**src/rtl/isr_pkg.sv**
```systemverilog
package isr_pkg;

	// Width of the input value
	localparam int IN_WIDTH   = 31;
	// Number of root bits the digit recurrence settles (one per stage)
	localparam int ROOT_BITS  = (IN_WIDTH + 1) / 2;
	// Input padded to an even number of bits, two bits consumed per stage
	localparam int PAD_WIDTH  = 2 * ROOT_BITS;
	// Running remainder width: 4*rem + 3 stays below 2^(ROOT_BITS+2)
	localparam int REM_WIDTH  = ROOT_BITS + 2;
	// Width of the result field
	localparam int ROOT_WIDTH = 16;

endpackage

```
**src/rtl/isr_if.sv**
```systemverilog
interface isr_in_if;
	import isr_pkg::*;

	logic                valid;
	logic                ready;
	logic [IN_WIDTH-1:0] value;

	modport source(output valid, output value, input ready);
	modport sink(input valid, input value, output ready);
endinterface

interface isr_out_if;
	import isr_pkg::*;

	logic                  valid;
	logic                  ready;
	logic [ROOT_WIDTH-1:0] root;

	modport source(output valid, output root, input ready);
	modport sink(input valid, input root, output ready);
endinterface

```
**src/rtl/isr_stage.sv**
```systemverilog
module isr_stage (
	input  logic [isr_pkg::PAD_WIDTH-1:0] x,
	input  logic [isr_pkg::REM_WIDTH-1:0] rem,
	input  logic [isr_pkg::ROOT_BITS-1:0] root,
	output logic [isr_pkg::PAD_WIDTH-1:0] x_nx,
	output logic [isr_pkg::REM_WIDTH-1:0] rem_nx,
	output logic [isr_pkg::ROOT_BITS-1:0] root_nx
);
	import isr_pkg::*;

	logic [REM_WIDTH-1:0] rem_shift;
	logic [REM_WIDTH-1:0] trial;
	logic [REM_WIDTH:0]   diff;
	logic                 fits;

	// Bring down the next two input bits and form the trial subtrahend 4*root + 1
	assign rem_shift = REM_WIDTH'({rem, x[PAD_WIDTH-1 -: 2]});
	assign trial     = REM_WIDTH'({root, 2'b01});
	assign diff      = {1'b0, rem_shift} - {1'b0, trial};
	assign fits      = ~diff[REM_WIDTH];

	// Keep the difference when the trial fits, and append the new root bit
	assign rem_nx  = fits ? diff[REM_WIDTH-1:0] : rem_shift;
	assign root_nx = ROOT_BITS'({root, fits});
	assign x_nx    = x << 2;

endmodule

```
**src/rtl/integer_square_root_unit.sv**
```systemverilog
// Channel  | Dir | Payload                  | Notes
// ---------+-----+--------------------------+-------------------------------------
// operand  | in  | value [IN_WIDTH-1:0]      | unsigned, one transfer per item
// result   | out | root  [ROOT_WIDTH-1:0]    | floor square root, one per operand
//
// One root bit is settled per pipeline stage, and each stage registers its
// partial result on the way from operand transfer to result valid.
// Unless the result stalls, a new operand can enter every cycle (one item per cycle).
// Reset clears only the stage valid bits; payload registers are not reset.
// When the last stage holds a result that is not taken, the whole pipeline
// holds and operand ready drops; nothing is lost or repeated.
module integer_square_root_unit (
	input  logic             clk,
	input  logic             arst_n,
	isr_in_if.sink           operand,
	isr_out_if.source        result
);
	import isr_pkg::*;

	// Index k holds the registers that feed stage k; stage 0 takes the operand directly
	logic [ROOT_BITS:1]   valid_s;
	logic [ROOT_BITS:0]   valid_chain;
	logic [PAD_WIDTH-1:0] x_s    [ROOT_BITS];
	logic [REM_WIDTH-1:0] rem_s  [ROOT_BITS];
	logic [ROOT_BITS-1:0] root_s [ROOT_BITS+1];
	logic                 advance;

	// Advance the pipeline unless the final result is stalled
	assign advance       = ~valid_s[ROOT_BITS] | result.ready;
	assign operand.ready = advance;

	// Line up the operand valid with the stage valid bits
	assign valid_chain = {valid_s, operand.valid};

	// Move valid bits along with the data
	always_ff @(posedge clk or negedge arst_n) begin
		if (!arst_n) begin
			valid_s <= '0;
		end else if (advance) begin
			valid_s <= valid_chain[ROOT_BITS-1:0];
		end
	end

	// One digit step per stage
	for (genvar k = 0; k < ROOT_BITS; k++) begin : g_stage
		logic [PAD_WIDTH-1:0] x_in;
		logic [REM_WIDTH-1:0] rem_in;
		logic [ROOT_BITS-1:0] root_in;
		logic [PAD_WIDTH-1:0] x_nx;
		logic [REM_WIDTH-1:0] rem_nx;
		logic [ROOT_BITS-1:0] root_nx;

		// Seed the recurrence with the padded operand, or take the previous stage
		if (k == 0) begin : g_seed
			assign x_in    = PAD_WIDTH'(operand.value);
			assign rem_in  = '0;
			assign root_in = '0;
		end else begin : g_chain
			assign x_in    = x_s[k];
			assign rem_in  = rem_s[k];
			assign root_in = root_s[k];
		end

		isr_stage u_stage (
			.x       (x_in),
			.rem     (rem_in),
			.root    (root_in),
			.x_nx    (x_nx),
			.rem_nx  (rem_nx),
			.root_nx (root_nx)
		);

		// Capture the partial root
		always_ff @(posedge clk) begin
			if (advance) begin
				root_s[k+1] <= root_nx;
			end
		end

		// Capture remainder and remaining input bits for the stages that follow
		if (k + 1 < ROOT_BITS) begin : g_carry
			always_ff @(posedge clk) begin
				if (advance) begin
					x_s[k+1]   <= x_nx;
					rem_s[k+1] <= rem_nx;
				end
			end
		end
	end

	// Drive the result from the last stage, clamping a root wider than the field
	assign result.valid = valid_s[ROOT_BITS];
	if (ROOT_BITS > ROOT_WIDTH) begin : g_sat
		assign result.root = (|root_s[ROOT_BITS][ROOT_BITS-1:ROOT_WIDTH])
			? {ROOT_WIDTH{1'b1}} : root_s[ROOT_BITS][ROOT_WIDTH-1:0];
	end else begin : g_ext
		assign result.root = ROOT_WIDTH'(root_s[ROOT_BITS]);
	end

endmodule

```
**src/flat_wrapper.sv**
```systemverilog
// flat-port wrapper written by rule: the top's interface ports become plain ports
module integer_square_root_unit_flat import isr_pkg::*;
  (clk, arst_n, operand_valid, operand_value, operand_ready, result_valid, result_root, result_ready);
  isr_in_if operand_i ();
  isr_out_if result_i ();
  input  logic clk;
  input  logic arst_n;
  input wire logic [$bits(operand_i.valid)-1:0] operand_valid;
  input wire logic [$bits(operand_i.value)-1:0] operand_value;
  output wire logic [$bits(operand_i.ready)-1:0] operand_ready;
  output wire logic [$bits(result_i.valid)-1:0] result_valid;
  output wire logic [$bits(result_i.root)-1:0] result_root;
  input wire logic [$bits(result_i.ready)-1:0] result_ready;
  assign operand_i.valid = operand_valid;
  assign operand_i.value = operand_value;
  assign operand_ready = operand_i.ready;
  assign result_valid = result_i.valid;
  assign result_root = result_i.root;
  assign result_i.ready = result_ready;
  integer_square_root_unit u_core (.clk(clk), .arst_n(arst_n), .operand(operand_i), .result(result_i));
endmodule
```
**config.mk**
```make
export PLATFORM = sky130hd
export DESIGN_NAME = integer_square_root_unit_flat
export DESIGN_NICKNAME = d
export VERILOG_FILES = /design/src/rtl/isr_pkg.sv /design/src/rtl/isr_if.sv /design/src/rtl/isr_stage.sv /design/src/rtl/integer_square_root_unit.sv /design/src/flat_wrapper.sv
export SDC_FILE = /design/constraint.sdc
export NUM_CORES = 1
export LEC_CHECK = 0
export BUFFER_PORTS_ARGS = -buffer_cell sky130_fd_sc_hd__buf_2
export CAP_MARGIN = 5
export CORE_ASPECT_RATIO = 1.4
export CORE_MARGIN = 8
export CORE_UTILIZATION = 55
export DETAILED_ROUTE_END_ITERATION = 6
export PLACE_DENSITY = 0.71
export SLEW_MARGIN = 5
export SYNTH_ARGS = -nofsm -noshare
export SYNTH_HDL_FRONTEND = slang
export SYNTH_SLANG_ARGS = --single-unit
```
**constraint.sdc**
```tcl
create_clock -name clk -period 38.9 [get_ports clk]
set_input_delay 7.78 -clock clk [delete_from_list [all_inputs] [get_ports clk]]
set_output_delay 7.78 -clock clk [all_outputs]
set_load 0.03 [all_outputs]
```
==> summary.txt <==
Run status
  – Outcome: finished clean

STA
  – Final setup vio count: 0
  – RSZ-0062 raised after global routing: false
  – Post-layout min period: 16.64 ns
  – Final Hold Viols: 0
  – Final worst path period share: 42.8%
  – Achievable frequency: 60.1 MHz
  – Rel. slew slack: 25.1%
  – Clock Skew: 0.0545 ns
  – Final setup TNS: 0 ns
  – Count of final max-slew check failures: 0
  – Slew @ Worst Pin: 1.12 ns

Worst setup path
  – CP required: 31.12 ns
  – Worst Path Arrival: 8.86 ns
  – Worst-path maximum fanout: 67
  – CP Class: in -> out
  – R2R Setup Slk: 35.39 ns
  – FF-to-FF path depth: 3
  – Setup crit start kind: primary input
  – Critical Path End Type: output port

GRT
  – Vias in the first global route: 15900
  – Largest net degree at the start of global routing: 195
  – Initial antenna violation count: 0
  – GRT overflow: 0
  – First-pass GRT wire length: 69.7 mm
  – Total GRT Usage: 14.7%

Pwr
  – Pwr dens: 83.7 nW/um^2
  – Max IR drop VDD: 0.0779 mV
  – Power, Total: 2.52 mW
  – Leak: 11.9 nW

Clocking
  – CTS resizes: 0
  – Reg clk slew, reported paths: 0.07 ns
  – Postcts setup bufs: 0
  – H-tree Lvls: 2
  – Num CTS Buffers: 55
  – Root buf cell: clkbuf_16
  – Clk buf depth: 3
  – Skew-Pair Late Insertion Delay: 0.62 ns
  – CTS tree: built
  – Cts hold-fix bufs: 0
  – # clock sinks: 605

Die
  – Area of the die: 56800 um^2
  – Initial Util: 55.5%
  – Die height: 279 um
  – CORE AREA: 48900 um^2
  – Die Wd: 204 um
  – # rows: 96
  – Boundary Pins: 53

Final layout
  – Layout cells sized above 1: 9.18%
  – Diode count: 0
  – Layout fillers: 3524
  – Area grow syn2layout: 10.9%
  – Fin util: 61.5%
  – Nets: 2224

Routing
  – DRT Wirelength: 42.9 mm
  – Pre-antenna DRT Iters: 5
  – Initial DRC count: 669
  – Avg WL per Cell: 15.7 um
  – Top sig layer: met4
  – Met1 Wirelength: 14.1 mm
  – Final ANT Viol Nets: 0
  – Wire length on met2: 25.2 mm
  – Residual DRC: 0
  – Met3 WL: 1.40 mm
  – Vias after detailed routing: 15200
  – DR vias/cell: 5.56

Min path
  – Hold Path Cell Cnt: 0
  – Worst hold path type: reg -> reg

Logic synthesis
  – Sequential fraction of the synthesis area: 66.7%
  – Asr flop ratio synth: 2.64%
  – Post-Synthesis Cells: 1969
  – Yosys warns: 0
  – Unique masters post-synth: 79
  – Yosys reg bits: 605
  – Synth Flop Type: edfxtp_1
  – Avg Inst Size Synth: 13.8 um^2
  – EDFF count, synth: 589
  – Synthesized cell area: 27100 um^2
  – Syn_nets: 2138

Place
  – Gpl congestion: 0.877
  – I/O Buffers: 52
  – Post-DP HPWL: 29.5 mm

Run
  – Max-cap viol count: 0
[path summary, 6_finish.rpt]
| kind | start | to |
|---|---|---|
| max | result_ready | operand_ready |
| min | u_core.x_s[2][43]$_DFFE_PP_ | u_core.x_s[3][15]$_DFFE_PP_ |
| max reg2reg | u_core.valid_s[16]$_DFFE_PN0P_ | u_core.rem_s[1][26]$_DFFE_PP_ |
| min reg2reg | u_core.x_s[2][43]$_DFFE_PP_ | u_core.x_s[3][15]$_DFFE_PP_ |
| max in group asynchronous | arst_n | u_core.valid_s[7]$_DFFE_PN0P_ |
| min in group asynchronous | arst_n | u_core.valid_s[16]$_DFFE_PN0P_ |
[per-stage QoR]
step	hold WS, ns	cell area [um^2]	setup WS, ns	cells
after floorplan	0.400	27100	6.65	1969
after global placement	0.400	28100	22.27	2635
after detailed placement	0.405	28100	22.21	2635
after CTS	0.390	30100	22.20	2739
after global routing	0.404	30100	22.13	2739
final	0.412	30100	22.26	2739
[placed cells by master, fill, tap and decap left out, drive strengths merged, types with 19 or more instances in the layout]
master / n
nor4: 19
a21oi: 105
mux2: 66
buf: 61
xor2: 53
clkbuf: 65
nor2b: 24
xnor2: 79
or3: 20
o21a: 37
nand2: 98
edfxtp: 589
nor2: 130
inv: 183
ha: 134
a21o: 20
nand2b: 31
nor3: 48
o21ai: 101
clkinv: 25
[cells in the mapped netlist (8+ instances only)]
cell type	n	area, um^2
a211oi_1	12	90.1
a21o_1	20	150
a21oi_1	105	526
a31oi_1	9	56.3
and2_1	11	68.8
buf_2	8	40.0
clkbuf_1	21	78.8
dfrtp_1	16	400
edfxtp_1	589	17700
ha_1	134	1680
inv_1	176	661
mux2_1	43	484
mux2_2	23	259
mux2i_1	10	100
nand2_1	98	368
nand2b_1	31	194
nand3_1	16	80.1
nor2_1	129	484
nor2b_1	24	150
nor3_1	47	235
nor4_1	17	106
o21a_1	37	278
o21ai_0	54	270
o21ai_1	47	235
o31ai_1	17	128
or3_1	20	125
xnor2_1	79	692
xor2_1	53	464
[power by group]
group,switching (mW),internal (mW)
Combinational,0.436,0.317
Sequential,0.112,1.08
Clock,0.235,0.339
Total,0.782,1.73
[worst max-delay path: stages]
cell	delay [ns]
buf_2	0.08
nand2b_4	0.65
buf_2	0.33
[registers in the layout (all words and copies together), names as in the netlist]
name and flops:
u_core.x_s 240, u_core.root_s 136, u_core.rem_s 213, u_core.valid_s 16
[cell families after synthesis]
family                   count (synthesis)  synth area share [%]
AO/OA/AOI/OAI                          372                  8.66
other                                    1                0.0138
XOR/XNOR                               132                  4.26
AND/OR/NAND/NOR                        436                  8.03
adder cells (fa/ha/maj)                134                  6.18
multiplexers                            76                  3.11
flip-flops                             605                  66.7
buffers and inverters                  213                  3.01
[layout make-up]
cell class / count / area [um^2] / share of cell area, %
timing repair buffer: 61 / 340 / 1.13
clock buffer: 65 / 1430 / 4.77
tap: 637 / 797 / 2.65
sequential: 605 / 18100 / 60.2
inverter: 181 / 679 / 2.26
clock inverter: 39 / 514 / 1.71
multi-input combinational: 1151 / 8210 / 27.3
[per-layer routing]
metal	global-route usage, %	up-vias
li1	-	7459
met1	12.3	7356
met2	30.9	276
met3	2.49	145
met4	8.07	0
met5	0	-
(Power assumes the default switching activity.)
